### src/rtl/core/depq_pkg.sv
// Shared types, codes and sizing constants for the double-ended priority queue.
package depq_pkg;

  localparam int CAPACITY = 1024;
  localparam int CNT_W    = $clog2(CAPACITY + 1);
  localparam int ID_W     = 20;
  localparam int PRIO_W   = 24;
  localparam int KIND_W   = 2;
  localparam int STATUS_W = 3;

  // Probe reduction tree: each node ORs up to FANIN children
  localparam int FANIN = 32;
  localparam int FAN_W = $clog2(FANIN);

  localparam logic [KIND_W-1:0] KIND_INSERT  = 2'd0;
  localparam logic [KIND_W-1:0] KIND_POP_MAX = 2'd1;
  localparam logic [KIND_W-1:0] KIND_POP_MIN = 2'd2;

  localparam logic [STATUS_W-1:0] STATUS_POPPED    = 3'd0;
  localparam logic [STATUS_W-1:0] STATUS_EMPTY     = 3'd1;
  localparam logic [STATUS_W-1:0] STATUS_INSERTED  = 3'd2;
  localparam logic [STATUS_W-1:0] STATUS_FULL      = 3'd3;
  localparam logic [STATUS_W-1:0] STATUS_DUPLICATE = 3'd4;

  typedef struct packed {
    logic [KIND_W-1:0] kind;
    logic [ID_W-1:0]   client_id;
    logic [PRIO_W-1:0] priority_req;
  } in_item_t;

  typedef struct packed {
    logic [ID_W-1:0]     popped_id;
    logic [STATUS_W-1:0] status;
  } out_item_t;

  typedef struct packed {
    logic [PRIO_W-1:0] prio;
    logic [ID_W-1:0]   id;
  } entry_t;

  typedef struct packed {
    logic            hit;
    logic [ID_W-1:0] id;
  } probe_t;

  typedef enum logic [1:0] {
    CMD_HOLD,
    CMD_INSERT,
    CMD_SHIFT
  } depq_cmd_t;

  typedef struct packed {
    depq_cmd_t        cmd;
    logic             probe_max;
    entry_t           key;
    logic [CNT_W-1:0] count;
    logic [CNT_W-1:0] count_m1;
  } depq_ctrl_t;

  typedef enum logic [1:0] {
    ST_IDLE,
    ST_SEARCH,
    ST_DECIDE
  } depq_state_t;

  // Node count at tree level l (level 0 is the row of cells)
  function automatic int lvl_width(int l);
    int w;
    w = CAPACITY;
    for (int k = 0; k < l; k++) begin
      w = (w + FANIN - 1) >> FAN_W;
    end
    return w;
  endfunction

  function automatic int num_levels();
    int w;
    int n;
    w = CAPACITY;
    n = 0;
    for (int k = 0; k < 8; k++) begin
      if (w > 1) begin
        w = (w + FANIN - 1) >> FAN_W;
        n = n + 1;
      end
    end
    return n;
  endfunction

  localparam int TREE_LEVELS = num_levels();

  // Start of level l inside the flat node array (levels 1 and up)
  function automatic int lvl_offset(int l);
    int off;
    off = 0;
    for (int k = 1; k < l; k++) begin
      off = off + lvl_width(k);
    end
    return off;
  endfunction

  localparam int TREE_NODES = lvl_offset(TREE_LEVELS + 1);
  localparam int WAIT_W     = $clog2(TREE_LEVELS + 1);

endpackage

### src/rtl/core/depq_cell.sv
// One slot of the sorted chain: holds an entry, compares and shifts with its neighbors.
module depq_cell
  import depq_pkg::*;
(
  input  logic             clk,
  input  depq_ctrl_t       ctrl,
  input  logic [CNT_W-1:0] cell_idx,
  input  entry_t           left_ent,
  input  logic             left_lt,
  input  entry_t           right_ent,
  output entry_t           ent,
  output logic             lt,
  output probe_t           probe
);

  entry_t ent_r;
  entry_t ent_nxt;
  logic   valid;

  assign valid = cell_idx < ctrl.count;
  assign lt    = valid && (ent_r.prio < ctrl.key.prio);
  assign ent   = ent_r;

  always_comb begin
    probe.hit = ctrl.probe_max ? (valid && (cell_idx == ctrl.count_m1))
                               : (valid && (ent_r.prio == ctrl.key.prio));
    probe.id  = probe.hit ? ent_r.id : '0;
  end

  always_comb begin
    ent_nxt = ent_r;
    case (ctrl.cmd)
      CMD_INSERT: begin
        // Smaller entries stay; the first slot not below the key takes it,
        // everything above moves up one
        if (!lt) begin
          ent_nxt = left_lt ? ctrl.key : left_ent;
        end
      end
      CMD_SHIFT: ent_nxt = right_ent;
      default:   ent_nxt = ent_r;
    endcase
  end

  always_ff @(posedge clk) begin
    ent_r <= ent_nxt;
  end

endmodule

### config.mk
export PLATFORM = sky130hd
export DESIGN_NAME = depq_cell
export DESIGN_NICKNAME = d
export VERILOG_FILES = /design/src/rtl/core/depq_pkg.sv /design/src/rtl/core/depq_cell.sv
export SDC_FILE = /design/constraint.sdc
export NUM_CORES = 1
export LEC_CHECK = 0
export BUFFER_PORTS_ARGS = -buffer_cell sky130_fd_sc_hd__buf_2
export CAP_MARGIN = 20
export CORE_MARGIN = 3
export CORE_UTILIZATION = 45
export DETAILED_ROUTE_END_ITERATION = 7
export PLACE_DENSITY = 0.95
export SYNTH_ARGS = -nofsm -noshare
export SYNTH_HDL_FRONTEND = slang
export SYNTH_SLANG_ARGS = --single-unit
### constraint.sdc
create_clock -name clk -period 8.1 [get_ports clk]
set_input_delay 1.62 -clock clk [delete_from_list [all_inputs] [get_ports clk]]
set_output_delay 1.62 -clock clk [all_outputs]
set_load 0.05 [all_outputs]
### Word-level counts from Yosys, hierarchy flattened

Index checks and enable logic that the tools add are counted.

* logic and storage cells: 19
* output and inout port bits: 66
* register bits after elaboration: 44

* reductions and logical operators: 5
* multiplexer cells: 5
* equal/unequal tests: 5
* $lt $le $gt $ge: 2

Operators by type and width (number)
* $mux W44: 2
* $pmux W44 S2: 1
* $eq A24 B24 Y1: 1
* $lt A24 B24 Y1: 1
* $mux W20: 1
* $eq A11 B11 Y1: 1
* $lt A11 B11 Y1: 1
* $logic_and A1 B1 Y1: 3
* $eq A2 B1 Y1 const B: 1
* $eq A2 B2 Y1 const B: 1
* $ne A2 B2 Y1 const B: 1
* $reduce_and A2 Y1: 1
* $reduce_bool A2 Y1: 1
* $mux W1: 1

### Depth between registers and ports, before layout

* depth after elaboration: 4
* gate-level depth with buffers: 8
* depth with buffers taken out: 7

### Least setup slack after synthesis

OpenSTA, ideal clock, no wires.

* path kind: input to output
* start point: in ctrl[43] (netlist bit)
* end point: out lt
* cell stages on the path: 7
* arrival: 3687 ps
* buffers on the path: 0
* path slack: 2793 ps
* cell sequence: inv_1 ha_1 nor2b_1 o211ai_1 a21oi_1 o31a_2 nor3_1

* word-level cells in the longest chain between the ends: 2

RTL lines
* from (decl): line depq_cell.sv:6 `input depq_ctrl_t ctrl,`
* $lt A24 B24 Y1: line depq_cell.sv:21 `assign lt = valid && (ent_r.prio < ctrl.key.prio);`
* $logic_and A1 B1 Y1: line depq_cell.sv:21
* to (decl): line depq_cell.sv:12 `output logic lt,`

Every way passes these cells.

==> out/metrics.yaml <==
status:
  status: "finished, final reports clean"
place:
  hpwl_mm: 8.50
  place.port_buffers: 235
  placed_area_um2: 4640
  pre_cts_ws_ns: 2.20
  globalplace.congestion: 0.779
logic_synthesis:
  synth_cell_types: 37
  async_flop_share_pct: 0
  synth.net_count: 553
  postSynthAreaPerCell_um2: 9.72
  yosysTopAreaCellShare_pct: 39.0
  syn-cell-area_um2: 3390
  synth-main-ff-cell: "edfxtp_1"
  yosys_warnings: 0
  netlist.top_cell.by_area: "edfxtp_1"
  synthTopCellsByArea: "edfxtp_1 (39%), mux2i_1 (13%), ha_1 (13%)"
  synth_seq_cells: 44
  synth_edf_count: 44
  synthesis.instances: 349
  synth.yosys.seq_area_share_pct: 39.0
layout:
  largest_reg_flops: 44
  nets: 780
  final_common_cell: "buf_2"
  final_cell_mix: "buf_2 (235), nand2_1 (49), o21ai_0 (47)"
  antennaDiodeCount: 0
  area_growth_pct: 39.4
  finalInstanceArea_um2: 4730
  drive_gt1_share_pct: 45.8
clocking:
  post_cts_buffers: 0
  clk_pin_slew_ns: 0.09
  cts_hold_buf: 0
  insertion_delay_ns: 0.29
  cts_sinks: 44
  numCtsBuffers: 5
  cts_tree: "done"
  clk_path_buf_depth: 2
  post_cts_resized: 0
  clockRootBuffer: "clkbuf_8"
  htree_levels: 2
worst_hold_path:
  holdPathEnd: "ent[32]"
  hp-start: "right_ent[32]"
  hold_depth: 3
  hold_path_class: "in2reg"
worst_setup_path:
  r2r-end: "ent[3]"
  regToRegStartpoint: "ent[35]"
  cp_slowest_cell: "a221oi_2"
  worst_ep_arrival_time_ns: 4.22
  crit_chain: "buf_2 > inv_1 > ha_1 > nand4_2 > nor4_2 > nand3_1 > a221oi_2 > and2_2 > buf_2"
  path_delay_family: "simple AND/OR/NAND/NOR gates"
  reg2reg_slack_ns: 5.22
  critPathLaunchType: "primary input"
  worst_r2r_path_depth: 6
  critical_path_buf_inv_count: 3
  cp-end-kind: "primary output"
  cp_data_required_time_ns: 6.48
  crit_top_cell: "buf_2"
  critPathMaxStageDelay_ns: 0.89
  cp_max_fo: 21
  critPathKind: "in2out"
floorplanning:
  num_rows: 31
  die_area_um2: 8620
  ioPinCount: 236
  die_w_um: 92.8
  start_util_pct: 46.5
  core_area_um2: 7290
  dieHeight_um: 92.8
routing:
  ant_nets: 0
  vias: 3471
  avgViaCountPerCell: 5.13
  drt_iter0_drc: 114
  drc: 0
  dr.pass1.iters: 6
  wirelength_mm: 10.2
  routedWlPerCell_um: 15.1
power_and_ir_drop:
  p_leak_nw: 2.48
  vdd.ir_drop.worst_mv: 0.101
  p_per_area_nw_per_um2: 155
  report.power.total_uw: 731
sta:
  period_minus_slack_ns: 5.84
  fmax_mhz: 171
  slew_headroom_pct: 25.8
  fin_setup_tns_ns: 0
  rsz0062_at_grt: "false"
  finClkSkew_ns: 0.00778
  layout_setup_ws_ns: 2.26
  slew_viol_final: 0
  fin_crit_sh_pct: 72.0
  worstMarginPinSlew_ns: 1.11
  setup_violations: 0
  finalHoldViolations: 0
global_route:
  grt_pass1_wl_mm: 15.6
  grt_start_max_net_pins: 90
  grt-ovfl-total: 0
  antenna_found_initial: 0
  groute.usage.overall_pct: 22.4
  grt_pass1_vias: 3619
flow_run:
  drv_cap: 0
==> cell usage after synthesis, types with 2 or more instances <==
library cell,instances
mux2i_1,44
buf_2,4
nand4_1,6
ha_1,34
a21o_1,4
a21oi_1,12
and4_1,2
o21ai_0,47
clkbuf_1,11
edfxtp_1,44
nor2b_1,2
xnor2_1,11
nor3_1,2
inv_1,34
and2_1,9
nand4_2,2
and2_2,11
nand2_1,49
nand3_1,3
==> worst register-to-register path, stage by stage, from the launching register on <==
cell      delay (ns)
edfxtp_1        0.40
ha_1            0.33
nand2_1         0.06
o21a_1          0.18
o221a_2         0.24
o21ai_0         0.36
o41a_2          0.89
==> logic make-up after synthesis <==
group | synth area share [%]
flip-flops | 39.0
AO/OA/AOI/OAI | 12.4
buffers and inverters | 5.94
XOR/XNOR | 3.10
AND/OR/NAND/NOR | 14.1
adder cells (fa/ha/maj) | 12.5
multiplexers | 13.0
==> per-stage QoR <==
step,util [%],instances,hold slack [ns]
after floorplan,-,349,1.81
after global placement,63.7,668,1.78
after detailed placement,63.7,668,1.85
after CTS,64.9,676,1.59
after global routing,64.9,676,1.59
final,64.9,676,1.60
==> how the worst max path moves through the flow <==
| stage | cells after the start | to | start |
|---|---|---|---|
| after CTS | 9 | probe[5] | ctrl[61] |
| final | 9 | probe[5] | ctrl[61] |
| after global placement | 9 | probe[4] | ctrl[63] |
| after floorplan | 7 | lt | ctrl[43] |
| after detailed placement | 9 | probe[5] | ctrl[61] |
| after global routing | 9 | probe[8] | ctrl[61] |
==> report_power, final <==
group          switching, mW  leakage (nW)  internal (mW)  total, mW
combinational          0.194          2.01         0.0944      0.289
clock                 0.0769        0.0479         0.0602      0.137
sequential            0.0149         0.425          0.290      0.305
==> final cells by class <==
class,instances,area [um^2]
clock buffer,5,68.8
clock inverter,3,18.8
fill,563,2560
inverter,34,128
multi-input combinational,254,1880
sequential,44,1320
tap,99,124
timing repair buffer,237,1190
==> routing by layer <==
layer | track usage, % | routed length, um | up-vias
met5 | 0 | 0 | -
met4 | 5.86 | 133 | 0
met3 | 6.01 | 862 | 18
met2 | 44.6 | 5580 | 171
met1 | 22.6 | 3640 | 1587
li1 | - | - | 1695
Power figures use the tool's default switching activity.
